<file path="config.mk">
export PLATFORM = sky130hd
export DESIGN_NAME = linear_ramp_window_interpolator_top_flat
export DESIGN_NICKNAME = d
export VERILOG_FILES = /design/src/rtl/core/lrwi_pkg.sv /design/src/rtl/core/lrwi_in_if.sv /design/src/rtl/core/lrwi_out_if.sv /design/src/rtl/core/linear_ramp_window_interpolator_top.sv /design/src/flat_wrapper.sv
export SDC_FILE = /design/constraint.sdc
export NUM_CORES = 1
export LEC_CHECK = 0
export ABC_AREA = 1
export BUFFER_PORTS_ARGS = -buffer_cell sky130_fd_sc_hd__buf_2
export CAP_MARGIN = 20
export CORE_UTILIZATION = 45
export DETAILED_ROUTE_END_ITERATION = 16
export PLACE_DENSITY = 0.64
export SLEW_MARGIN = 20
export SYNTH_ARGS = -nofsm -noshare
export SYNTH_HDL_FRONTEND = slang
export SYNTH_SLANG_ARGS = --single-unit
</file>
<file path="constraint.sdc">
create_clock -name clk -period 6.2 [get_ports clk]
set_input_delay 1.55 -clock clk [delete_from_list [all_inputs] [get_ports clk]]
set_output_delay 1.55 -clock clk [all_outputs]
set_load 0.05 [all_outputs]
</file>
<file path="src/rtl/core/lrwi_pkg.sv">
// ----------------------------------------------------------------------------
// lrwi_pkg: ramp window interpolator shared definitions
// Widths, window constants, sequencer states and edge mapping.
// ----------------------------------------------------------------------------
package lrwi_pkg;

  localparam int LEVEL_W  = 8;
  localparam int LEN_W    = 7;
  localparam int CUR_W    = 16;
  localparam int EDGE_W   = 8;
  localparam int DELTA_W  = LEVEL_W + 1;
  localparam int PROD_W   = LEVEL_W + LEN_W;
  localparam int ALU_W    = CUR_W;
  localparam int MUL_STEPS = LEN_W;
  localparam int DIV_STEPS = PROD_W;
  localparam int CNT_W    = $clog2(DIV_STEPS);

  localparam logic [CUR_W-1:0]  LEVEL_MAX      = CUR_W'(79);
  localparam logic [EDGE_W-1:0] PRIMARY_OOR    = EDGE_W'(200);
  localparam logic [EDGE_W-1:0] SECONDARY_OOR  = EDGE_W'(250);
  localparam logic [EDGE_W-1:0] SECONDARY_BASE = EDGE_W'(159);

  localparam logic MODE_TICK = 1'b0;
  localparam logic MODE_ARM  = 1'b1;

  typedef enum logic [2:0] {
    ST_IDLE,
    ST_MUL,
    ST_DIV,
    ST_ADD,
    ST_OUT
  } state_t;

  typedef struct packed {
    logic [EDGE_W-1:0] primary;
    logic [EDGE_W-1:0] secondary;
  } edges_t;

  function automatic edges_t map_edges(input logic [CUR_W-1:0] lvl);
    edges_t e;
    if (lvl > LEVEL_MAX) begin
      e.primary   = PRIMARY_OOR;
      e.secondary = SECONDARY_OOR;
    end else begin
      e.primary   = lvl[EDGE_W-1:0];
      e.secondary = SECONDARY_BASE - lvl[EDGE_W-1:0];
    end
    return e;
  endfunction

endpackage

</file>
<file path="src/rtl/core/lrwi_in_if.sv">
// ----------------------------------------------------------------------------
// lrwi_in_if: input channel
// Valid/ready channel carrying one arm or tick beat.
// ----------------------------------------------------------------------------
interface lrwi_in_if;
  logic                                valid;
  logic                                ready;
  logic                                mode;
  logic signed [lrwi_pkg::LEVEL_W-1:0] start_level;
  logic signed [lrwi_pkg::LEVEL_W-1:0] end_level;
  logic        [lrwi_pkg::LEN_W-1:0]   duration_ticks;

  modport source (output valid, mode, start_level, end_level, duration_ticks, input ready);
  modport sink   (input valid, mode, start_level, end_level, duration_ticks, output ready);
endinterface

</file>
<file path="src/rtl/core/lrwi_out_if.sv">
// ----------------------------------------------------------------------------
// lrwi_out_if: result channel
// Valid/ready channel carrying the two window edges and the done flag.
// ----------------------------------------------------------------------------
interface lrwi_out_if;
  logic                              valid;
  logic                              ready;
  logic [lrwi_pkg::EDGE_W-1:0]       primary_edge;
  logic [lrwi_pkg::EDGE_W-1:0]       secondary_edge;
  logic                              ramp_done;

  modport source (output valid, primary_edge, secondary_edge, ramp_done, input ready);
  modport sink   (input valid, primary_edge, secondary_edge, ramp_done, output ready);
endinterface

</file>
<file path="src/rtl/core/linear_ramp_window_interpolator_top.sv">
// ----------------------------------------------------------------------------
// linear_ramp_window_interpolator_top: frame-ticked ramp to window edges
// Arm beats load a ramp; tick beats advance it with a shared-adder
// shift-add multiply and restoring divide.
// ----------------------------------------------------------------------------
//   channel  dir  payload
//   in_ch    in   mode, start_level, end_level, duration_ticks
//   out_ch   out  primary_edge, secondary_edge, ramp_done
//
// Arm, idle and finishing ticks go from accept through ST_OUT to the result.
// Advancing tick: accept, then multiply (ST_MUL), divide (ST_DIV), add (ST_ADD)
// and load in ST_OUT, all on one 16-bit adder under the sequencer.
// rst_n is synchronous; ramp state and level clear to zero.
// in_ch.ready is high only in idle; a waiting result stalls the load only.
// ----------------------------------------------------------------------------
module linear_ramp_window_interpolator_top (
  input  logic             clk,
  input  logic             rst_n,
  lrwi_in_if.sink          in_ch,
  lrwi_out_if.source       out_ch
);

  localparam int LW = lrwi_pkg::LEVEL_W;
  localparam int NW = lrwi_pkg::LEN_W;
  localparam int CW = lrwi_pkg::CUR_W;
  localparam int PW = lrwi_pkg::PROD_W;
  localparam int AW = lrwi_pkg::ALU_W;
  localparam int DW = lrwi_pkg::DELTA_W;
  localparam int KW = lrwi_pkg::CNT_W;

  lrwi_pkg::state_t        state_r, state_nxt;
  logic signed [LW-1:0]    start_r, start_nxt;
  logic signed [LW-1:0]    end_r, end_nxt;
  logic [NW-1:0]           len_r, len_nxt;
  logic [NW-1:0]           step_r, step_nxt;
  logic [CW-1:0]           level_r, level_nxt;
  logic [PW-1:0]           acc_r, acc_nxt;
  logic [PW-1:0]           mcand_r, mcand_nxt;
  logic [NW-1:0]           mplier_r, mplier_nxt;
  logic [NW-1:0]           rem_r, rem_nxt;
  logic [KW-1:0]           cnt_r, cnt_nxt;
  logic                    neg_r, neg_nxt;
  logic                    done_r, done_nxt;
  logic                    out_valid_r, out_valid_nxt;
  lrwi_pkg::edges_t        edges_r, edges_nxt;
  logic                    out_done_r, out_done_nxt;

  logic                    accept;
  logic signed [DW-1:0]    delta;
  logic [DW-1:0]           delta_mag;
  logic [NW:0]             rem_sh;
  logic [AW-1:0]           alu_a, alu_b;
  logic                    alu_cin;
  logic [AW:0]             alu_sum;

  assign accept = in_ch.valid && in_ch.ready;
  assign in_ch.ready = (state_r == lrwi_pkg::ST_IDLE);

  assign out_ch.valid          = out_valid_r;
  assign out_ch.primary_edge   = edges_r.primary;
  assign out_ch.secondary_edge = edges_r.secondary;
  assign out_ch.ramp_done      = out_done_r;

  assign delta     = DW'(end_r) - DW'(start_r);
  assign delta_mag = delta[DW-1] ? DW'(-delta) : DW'(delta);
  assign rem_sh    = {rem_r, acc_r[PW-1]};

  // shared adder
  always_comb begin
    alu_a   = '0;
    alu_b   = '0;
    alu_cin = 1'b0;
    case (state_r)
      lrwi_pkg::ST_MUL: begin
        alu_a = AW'(acc_r);
        alu_b = mplier_r[0] ? AW'(mcand_r) : '0;
      end
      lrwi_pkg::ST_DIV: begin
        alu_a   = AW'(rem_sh);
        alu_b   = ~AW'(len_r);
        alu_cin = 1'b1;
      end
      lrwi_pkg::ST_ADD: begin
        alu_a   = AW'(start_r);
        alu_b   = neg_r ? ~AW'(acc_r) : AW'(acc_r);
        alu_cin = neg_r;
      end
      default: begin
        alu_a = '0;
      end
    endcase
    alu_sum = {1'b0, alu_a} + {1'b0, alu_b} + (AW + 1)'(alu_cin);
  end

  always_comb begin
    state_nxt     = state_r;
    start_nxt     = start_r;
    end_nxt       = end_r;
    len_nxt       = len_r;
    step_nxt      = step_r;
    level_nxt     = level_r;
    acc_nxt       = acc_r;
    mcand_nxt     = mcand_r;
    mplier_nxt    = mplier_r;
    rem_nxt       = rem_r;
    cnt_nxt       = cnt_r;
    neg_nxt       = neg_r;
    done_nxt      = done_r;
    out_valid_nxt = out_valid_r && !out_ch.ready;
    edges_nxt     = edges_r;
    out_done_nxt  = out_done_r;
    case (state_r)
      lrwi_pkg::ST_IDLE: begin
        if (accept) begin
          done_nxt  = 1'b0;
          state_nxt = lrwi_pkg::ST_OUT;
          if (in_ch.mode == lrwi_pkg::MODE_ARM) begin
            start_nxt = in_ch.start_level;
            end_nxt   = in_ch.end_level;
            len_nxt   = in_ch.duration_ticks;
            step_nxt  = '0;
          end else if (len_r != '0) begin
            if (step_r >= len_r) begin
              len_nxt  = '0;
              done_nxt = 1'b1;
            end else begin
              step_nxt   = step_r + NW'(1);
              mplier_nxt = step_r + NW'(1);
              mcand_nxt  = PW'(delta_mag);
              neg_nxt    = delta[DW-1];
              acc_nxt    = '0;
              cnt_nxt    = '0;
              state_nxt  = lrwi_pkg::ST_MUL;
            end
          end
        end
      end
      lrwi_pkg::ST_MUL: begin
        acc_nxt    = alu_sum[PW-1:0];
        mcand_nxt  = {mcand_r[PW-2:0], 1'b0};
        mplier_nxt = {1'b0, mplier_r[NW-1:1]};
        cnt_nxt    = cnt_r + KW'(1);
        if (cnt_r == KW'(lrwi_pkg::MUL_STEPS - 1)) begin
          cnt_nxt   = '0;
          rem_nxt   = '0;
          state_nxt = lrwi_pkg::ST_DIV;
        end
      end
      lrwi_pkg::ST_DIV: begin
        // carry out set means rem_sh >= len
        if (alu_sum[AW]) begin
          rem_nxt = alu_sum[NW-1:0];
        end else begin
          rem_nxt = rem_sh[NW-1:0];
        end
        acc_nxt = {acc_r[PW-2:0], alu_sum[AW]};
        cnt_nxt = cnt_r + KW'(1);
        if (cnt_r == KW'(lrwi_pkg::DIV_STEPS - 1)) begin
          state_nxt = lrwi_pkg::ST_ADD;
        end
      end
      lrwi_pkg::ST_ADD: begin
        level_nxt = alu_sum[CW-1:0];
        state_nxt = lrwi_pkg::ST_OUT;
      end
      lrwi_pkg::ST_OUT: begin
        if (!out_valid_r || out_ch.ready) begin
          out_valid_nxt = 1'b1;
          edges_nxt     = lrwi_pkg::map_edges(level_r);
          out_done_nxt  = done_r;
          state_nxt     = lrwi_pkg::ST_IDLE;
        end
      end
      default: begin
        state_nxt = lrwi_pkg::ST_IDLE;
      end
    endcase
  end

  always_ff @(posedge clk) begin
    if (!rst_n) begin
      state_r     <= lrwi_pkg::ST_IDLE;
      start_r     <= '0;
      end_r       <= '0;
      len_r       <= '0;
      step_r      <= '0;
      level_r     <= '0;
      out_valid_r <= 1'b0;
    end else begin
      state_r     <= state_nxt;
      start_r     <= start_nxt;
      end_r       <= end_nxt;
      len_r       <= len_nxt;
      step_r      <= step_nxt;
      level_r     <= level_nxt;
      out_valid_r <= out_valid_nxt;
    end
  end

  always_ff @(posedge clk) begin
    acc_r      <= acc_nxt;
    mcand_r    <= mcand_nxt;
    mplier_r   <= mplier_nxt;
    rem_r      <= rem_nxt;
    cnt_r      <= cnt_nxt;
    neg_r      <= neg_nxt;
    done_r     <= done_nxt;
    edges_r    <= edges_nxt;
    out_done_r <= out_done_nxt;
  end

  a_step_bound: assert property (@(posedge clk) disable iff (!rst_n)
    (len_r != '0) |-> (step_r <= len_r))
    else $error("step count beyond ramp length");

  a_rem_bound: assert property (@(posedge clk) disable iff (!rst_n)
    (state_r == lrwi_pkg::ST_DIV && cnt_r != '0) |-> (rem_r < len_r))
    else $error("divide remainder not below divisor");

  a_edge_pair: assert property (@(posedge clk) disable iff (!rst_n)
    out_valid_r |-> ((edges_r.primary == lrwi_pkg::PRIMARY_OOR &&
                      edges_r.secondary == lrwi_pkg::SECONDARY_OOR) ||
                     (edges_r.primary + edges_r.secondary ==
                      lrwi_pkg::SECONDARY_BASE)))
    else $error("window edges inconsistent");

  a_done_finish: assert property (@(posedge clk) disable iff (!rst_n)
    (state_r == lrwi_pkg::ST_OUT && done_r) |-> (len_r == '0))
    else $error("done flagged on a live ramp");

endmodule

</file>
<file path="src/flat_wrapper.sv">
// flat-port wrapper written by rule: the top's interface ports become plain ports
module linear_ramp_window_interpolator_top_flat 
  (clk, rst_n, in_ch_valid, in_ch_mode, in_ch_start_level, in_ch_end_level, in_ch_duration_ticks, in_ch_ready, out_ch_valid, out_ch_primary_edge, out_ch_secondary_edge, out_ch_ramp_done, out_ch_ready);
  lrwi_in_if in_ch_i ();
  lrwi_out_if out_ch_i ();
  input  logic clk;
  input  logic rst_n;
  input wire logic [$bits(in_ch_i.valid)-1:0] in_ch_valid;
  input wire logic [$bits(in_ch_i.mode)-1:0] in_ch_mode;
  input wire logic [$bits(in_ch_i.start_level)-1:0] in_ch_start_level;
  input wire logic [$bits(in_ch_i.end_level)-1:0] in_ch_end_level;
  input wire logic [$bits(in_ch_i.duration_ticks)-1:0] in_ch_duration_ticks;
  output wire logic [$bits(in_ch_i.ready)-1:0] in_ch_ready;
  output wire logic [$bits(out_ch_i.valid)-1:0] out_ch_valid;
  output wire logic [$bits(out_ch_i.primary_edge)-1:0] out_ch_primary_edge;
  output wire logic [$bits(out_ch_i.secondary_edge)-1:0] out_ch_secondary_edge;
  output wire logic [$bits(out_ch_i.ramp_done)-1:0] out_ch_ramp_done;
  input wire logic [$bits(out_ch_i.ready)-1:0] out_ch_ready;
  assign in_ch_i.valid = in_ch_valid;
  assign in_ch_i.mode = in_ch_mode;
  assign in_ch_i.start_level = in_ch_start_level;
  assign in_ch_i.end_level = in_ch_end_level;
  assign in_ch_i.duration_ticks = in_ch_duration_ticks;
  assign in_ch_ready = in_ch_i.ready;
  assign out_ch_valid = out_ch_i.valid;
  assign out_ch_primary_edge = out_ch_i.primary_edge;
  assign out_ch_secondary_edge = out_ch_i.secondary_edge;
  assign out_ch_ramp_done = out_ch_i.ramp_done;
  assign out_ch_i.ready = out_ch_ready;
  linear_ramp_window_interpolator_top u_core (.clk(clk), .rst_n(rst_n), .in_ch(in_ch_i), .out_ch(out_ch_i));
endmodule
</file>
==> results.json, run 1 <==
{
  "status": "finished clean",
  "p_leak_nw": 3.52,
  "peakVddDrop_uv": 257,
  "avgRoutedWirePerCell_um": 14.8,
  "min_period_ns": 4.36,
  "post-place-ws_ns": 1.90,
  "pwr-share-comb_pct": 25.4,
  "hold_start": "u_core.done_r$_SDFFCE_PP0P_",
  "power_density_mw_per_mm2": 354,
  "tns_ns": 0,
  "reg2reg_slack_ns": 1.84,
  "grt_max_degree": 44,
  "antenna_found_initial": 0,
  "internal_power_w": 0.00188,
  "final_util_pct": 53.5,
  "yosysWarnings": 0,
  "endpoint_kind": "register",
  "stdcell_count": 1104,
  "ys_seq_area_share_pct": 43.8,
  "final_nets": 973,
  "portBuffers": 46,
  "synthTopCellsByArea": "edfxtp_1 (29%), dfxtp_1 (15%), nand2_1 (11%)",
  "die_h_um": 126,
  "synthToLayoutAreaGrowth_pct": 14.6,
  "clock_latency_ns": 0.44,
  "num_io_pins": 47,
  "crit_top_cell": "nand2_1",
  "power_frac_seq_pct": 35.8,
  "post_dp_cell_area_mm2": 0.00724,
  "finClkSkew_ns": 0.0187,
  "cp-startpoint": "u_core.state_r[1]$_SDFFE_PN0P_",
  "hold_violations": 0,
  "synth_top_area_share_pct": 29.2,
  "die_area_mm2": 0.0158,
  "crit_slowest_cell": "inv_1",
  "min_path_type": "register to register",
  "fmax_mhz": 229,
  "arrival_ns": 4.63,
  "synth_seq_cells": 117,
  "grt_pass1_wl_um": 26400,
  "hold_buffers": 0,
  "synth.most_common_cell": "nand2_1",
  "antenna_cells": 0,
  "finalWeightedCongestion": 0.915,
  "async_reset_ff_share_pct": 0,
  "clkPwrFrac_pct": 38.8,
  "relSlewSlack_pct": 29.4,
  "swShare_pct": 32.6,
  "drv_slew": 0,
  "synth_edf_count": 67,
  "syn_nets": 933,
  "drt_first_pass_iters": 5,
  "grt_pass1_vias": 5392,
  "power.switching_w": 0.000911,
  "layout-drive-gt1-share_pct": 10.4,
  "syn_inst": 867,
  "cts_num_sinks": 117,
  "syn_area_mm2": 0.00688,
  "path_buf_inv": 2,
  "max_stage_delay_ns": 0.60,
  "cts_max_level": 4,
  "cts.repair.resized": 0,
  "cp_top_family": "simple AND/OR/NAND/NOR gates",
  "place_inst": 1072,
  "worstPathCellList": "nand2_1 -> nor2_4 -> inv_1 -> o221ai_1 -> fa_1 -> inv_1 -> fa_1 -> nand3b_1 -> nand2_1 -> nand3_1 -> nand2_1 -> nand3_1 -> nand2_1 -> nand2_1 -> a22oi_1",
  "setup_viol": 0,
  "vias_per_cell": 5.26,
  "yosysTopAreaCell": "edfxtp_1",
  "drt_iter0_markers": 328,
  "grt.total_usage_pct": 21.7,
  "cts-root-buf": "clkbuf_16",
  "setup_slack_ns": 1.84,
  "fin_area_mm2": 0.00789,
  "maxCapViolCount": 0,
  "worstPathMaxFanout": 32,
  "final.period_utilization_pct": 70.4,
  "num_rows": 44,
  "routed_wl_um": 16300,
  "cts_buffers": 17,
  "antenna_left": 0,
  "drc": 0,
  "path_clk_slew_ns": 0.06,
  "yosysUniqueCellTypes": 39,
  "grt_overflow": 0,
  "synth_commonest_cells": "nand2_1 (201), inv_1 (120), nor2_1 (74)",
  "vias": 5803,
  "start_util_pct": 46.7,
  "cts_tree": "done",
  "syn_avg_cell_area_um2": 7.94,
  "worst_pin_slew_ns": 1.06,
  "r2r-start": "u_core.state_r[1]$_SDFFE_PN0P_",
  "crit_type": "register to register",
  "rsz0062_at_grt": "no",
  "synth_top_flop_cell": "edfxtp_1",
  "clk_path_buf_depth": 2,
  "critPathLaunchType": "register",
  "postCtsSetupBuffers": 0,
  "critical_path_required_ns": 6.46,
  "core-area_mm2": 0.0148,
  "die_w_um": 126,
  "dp_hpwl_um": 11700
}
[per-layer routing]
| metal | routed length [um] | up-vias | share of wire [%] | GRT usage [%] |
|---|---|---|---|---|
| met3 | 951 | 25 | 5.8 | 5.78 |
| li1 | - | 2972 | - | - |
| met1 | 7420 | 2651 | 46 | 27.6 |
| met5 | 0 | - | 0 | 0 |
| met4 | 216 | 0 | 1.3 | 7.68 |
| met2 | 7700 | 155 | 47 | 35.7 |
[power groups by stage]
| stage | Sequential [W] | Combinational, W | Clock [W] |
|---|---|---|---|
| CTS | 0.00100 | 0.000712 | 0.00110 |
| detailed placement | 0.00101 | 0.000707 | 0 |
| global route | 0.00101 | 0.000804 | 0.00113 |
| finish | 0.000999 | 0.000710 | 0.00108 |
| floorplan | 0.00106 | 0.000493 | 0 |
| global placement | 0.00101 | 0.000700 | 0 |
[layout make-up]
| class | count | area [um^2] |
|---|---|---|
| Fill cell | 1404 | 6860 |
| Multi-Input combinational cell | 599 | 3290 |
| Sequential cell | 117 | 3010 |
| Inverter | 124 | 465 |
| Clock buffer | 19 | 443 |
| Timing Repair Buffer | 48 | 245 |
| Tap cell | 184 | 230 |
| Clock inverter | 13 | 204 |
[cells by family (layout without fill, tap and decap cells)]
group,Yosys count,count (layout),share of synthesized area [%]
and+or+nand+nor,368,368,22.9
AOI/OAI and AO/OA,164,164,13.9
buffers and inverters,151,204,8.51
DFF,117,117,43.8
adders and majority gates,38,38,7.23
xor gates and xnor gates,29,29,3.69
[per-stage QoR]
step | hold slack, ns | power (W)
after global routing | 0.443 | 0.00294
final | 0.431 | 0.00279
after global placement | 0.422 | 0.00171
after floorplan | 0.400 | 0.00155
after detailed placement | 0.422 | 0.00172
after CTS | 0.435 | 0.00281
[cells in the final DEF (no fill, tap or decap), types with 3 or more instances in the layout]
master	count
a21oi_1	60
dfxtp_1	50
inv_1	120
ha_1	35
nand4_1	7
nand3_1	59
a21o_1	3
clkinvlp_4	3
nor2_1	74
nand3b_1	4
o21a_1	3
o22ai_1	6
nor3_1	5
edfxtp_1	67
nand2_1	201
o21ai_0	55
xor2_1	11
o211ai_1	8
or2_0	3
bufinv_16	5
or2_2	4
o21bai_1	4
xnor2_1	18
inv_2	4
a22oi_1	7
buf_2	46
clkbuf_16	17
fa_1	3
o221ai_1	12
[sequential cells by signal (all words and copies together), names as in the netlist]
name                          cells
u_core.out_ch.valid               1
u_core.start_r                    8
u_core.state_r                    3
u_core.acc_r                     15
u_core.cnt_r                      4
u_core.end_r                      8
u_core.mcand_r                   15
u_core.out_ch.secondary_edge      8
u_core.mplier_r                   7
u_core.out_ch.primary_edge        8
u_core.done_r                     1
u_core.len_r                      7
u_core.step_r                     7
u_core.out_ch.ramp_done           1
u_core.rem_r                      7
u_core.neg_r                      1
u_core.level_r                   16
[worst paths after layout]
| check | end | cells past startpoint |
|---|---|---|
| setup / recovery | u_core.rem_r[4]$_SDFFCE_PP0P_ | 15 |
| hold / removal | u_core.out_ch.ramp_done$_DFFE_PP_ | 0 |
| setup reg to reg | u_core.rem_r[4]$_SDFFCE_PP0P_ | 15 |
| hold reg to reg | u_core.out_ch.ramp_done$_DFFE_PP_ | 0 |
No activity file was read; power rests on OpenSTA's default activity.
==> run 2, diff against run 1 <==
ABC_AREA = 0   (was 1)
clock period = 4.1 ns   (was 6.2 ns; I/O delays follow)
==> run 2 against run 1 <==
Against the previous run: wire length grew 6.2%; hold slack gained 0.0088 ns; final area grew 0.95%; fmax grew 17%; power grew 12%; global-route usage grew 0.91 points; combinational power shrank 42%; largest cell class unchanged.
==> results.json, run 2 <==
{
  "synthToLayoutAreaGrowth_pct": 14.0,
  "core-area_mm2": 0.0152,
  "crit_slowest_cell": "nor2_1",
  "reg_top3": "u_core.level_r: 16 flops, u_core.acc_r: 15 flops, u_core.mcand_r: 15 flops",
  "fillers": 1416,
  "synthTopCellsByArea": "edfxtp_1 (29%), dfxtp_1 (14%), ha_1 (6.3%)",
  "drt_first_pass_iters": 5,
  "path_clk_slew_ns": 0.06,
  "final_common_cell": "nand2_1",
  "tns_ns": 0,
  "drt_iter0_markers": 492,
  "vias_per_cell": 5.90,
  "arrival_ns": 4.03,
  "layout-drive-gt1-share_pct": 15.6,
  "die_area_mm2": 0.0160,
  "cts-root-buf": "clkbuf_16",
  "grt_max_degree": 33,
  "regMostFlops": "u_core.level_r",
  "antenna_left": 0,
  "vias": 5803,
  "worstPathMaxFanout": 10,
  "place_inst": 952,
  "syn_area_mm2": 0.00699,
  "worst_pin_slew_ns": 0.893,
  "synth.most_common_cell": "nand2_1",
  "critical_path_required_ns": 4.39,
  "cts_num_sinks": 117,
  "synth_top_flop_cell": "edfxtp_1",
  "antenna_cells": 0,
  "max_stage_delay_ns": 0.63,
  "path_buf_inv": 1,
  "p_leak_nw": 3.20,
  "syn_inst": 741,
  "num_io_pins": 47,
  "die_h_um": 127,
  "grt_overflow": 0,
  "drv_slew": 0,
  "setup_viol": 0,
  "postCtsSetupBuffers": 0,
  "endpoint_kind": "register",
  "finalWeightedCongestion": 0.959,
  "antenna_found_initial": 0,
  "num_rows": 45,
  "syn_avg_cell_area_um2": 9.43,
  "critPathLaunchType": "register",
  "crit_type": "register to register",
  "min_period_ns": 3.74,
  "yosysUniqueCellTypes": 74,
  "setup_slack_ns": 0.364,
  "relSlewSlack_pct": 40.4,
  "hold_violations": 0,
  "cts_max_level": 4,
  "synth_top_area_share_pct": 28.8,
  "clk_path_buf_depth": 2,
  "synth_commonest_cells": "nand2_1 (100), edfxtp_1 (67), a21oi_1 (52), nor2_1 (52), dfxtp_1 (50)",
  "maxCapViolCount": 0,
  "power_density_mw_per_mm2": 392,
  "cts.repair.resized": 0,
  "synth_seq_cells": 117,
  "avgRoutedWirePerCell_um": 17.6,
  "post-place-ws_ns": 0.446,
  "hold_buffers": 0,
  "dp_hpwl_um": 12600,
  "worstPathCellList": "buf_4 -> nor2b_1 -> nand2_1 -> nor2_1 -> a21o_1 -> ha_1 -> a21o_1 -> a21oi_1 -> o21bai_1 -> a311oi_1 -> mux2_2 -> nand2_1",
  "grt_pass1_wl_um": 27900,
  "ys_seq_area_share_pct": 43.1,
  "finClkSkew_ns": 0.00851,
  "cp_top_family": "compound AO/OA/AOI/OAI gates",
  "hold-worst-slack_ns": 0.440,
  "routed_wl_um": 17300,
  "final.period_utilization_pct": 91.1,
  "portBuffers": 46,
  "largest_reg_flops": 16,
  "final_nets": 849,
  "layout_common_cells": "nand2_1 (100), edfxtp_1 (67), a21oi_1 (52)",
  "clock_latency_ns": 0.42,
  "grt_pass1_vias": 5431,
  "peakVddDrop_uv": 323,
  "die_w_um": 127,
  "rsz0062_at_grt": "no",
  "status": "finished clean",
  "async_reset_ff_share_pct": 0,
  "start_util_pct": 46.0,
  "drc": 0,
  "stdcell_count": 984,
  "grt.total_usage_pct": 22.6,
  "synth_edf_count": 67,
  "yosysTopAreaCell": "edfxtp_1",
  "min_path_type": "register to register",
  "yosysWarnings": 0,
  "cts_tree": "done",
  "syn_nets": 807,
  "fmax_mhz": 268,
  "cts_buffers": 17
}
-- run 2: worst register-to-register path, stage by stage (launching register included) --
cell	delay (ns)
dfxtp_1	0.39
buf_4	0.20
nor2b_1	0.18
nand2_1	0.26
nor2_1	0.63
a21o_1	0.15
ha_1	0.30
a21o_1	0.23
a21oi_1	0.17
o21bai_1	0.11
a311oi_1	0.53
mux2_2	0.40
nand2_1	0.06
-- run 2: area by class of cell --
cell class | instances | area (um^2) | area share (%)
Clock buffer | 18 | 429 | 5.39
Clock inverter | 14 | 115 | 1.45
Inverter | 37 | 139 | 1.74
Multi-Input combinational cell | 547 | 3660 | 46.0
Sequential cell | 117 | 3010 | 37.8
Tap cell | 188 | 235 | 2.95
Timing Repair Buffer | 63 | 370 | 4.65
-- run 2: path summary, 6_finish.rpt --
kind / startpoint / endpoint / slack (ns) / cells after the start
hold reg to reg: u_core.done_r$_SDFFCE_PP0P_ / u_core.out_ch.ramp_done$_DFFE_PP_ / 0.44 / 0
setup / recovery: u_core.state_r[2]$_SDFFE_PN0P_ / u_core.acc_r[13]$_DFFE_PP_ / 0.36 / 12
hold / removal: u_core.done_r$_SDFFCE_PP0P_ / u_core.out_ch.ramp_done$_DFFE_PP_ / 0.44 / 0
setup reg to reg: u_core.state_r[2]$_SDFFE_PN0P_ / u_core.acc_r[13]$_DFFE_PP_ / 0.36 / 12
-- run 2: cell families after synthesis --
kind of cell    synth area share (%)
mux                             1.90
xor+xnor                        4.64
simple gates                    17.8
buf+inv                         4.53
fa+ha+maj                       7.13
compound gates                  20.9
flops                           43.1
-- run 2: through the flow --
stage	area (um^2)	total power [W]	utilization, %
floorplan	6990	0.00166	-
global placement	7420	0.00176	48.8
detailed placement	7420	0.00177	48.8
CTS	7970	0.00314	52.4
global route	7970	0.00325	52.4
finish	7970	0.00312	52.4
-- run 2: metal layers --
metal	share of wire [%]	GRT usage (%)
met1	47	30.3
met2	46	35.5
met3	5.0	4.60
met4	2.4	9.99
met5	0	0
-- run 2: where the power goes --
part | internal, W | total, W | leakage [nW] | switching [W]
clock | 0.000826 | 0.00137 | 0.271 | 0.000549
combinational | 0.000156 | 0.000413 | 1.90 | 0.000256
sequential | 0.00130 | 0.00133 | 1.03 | 0.0000357
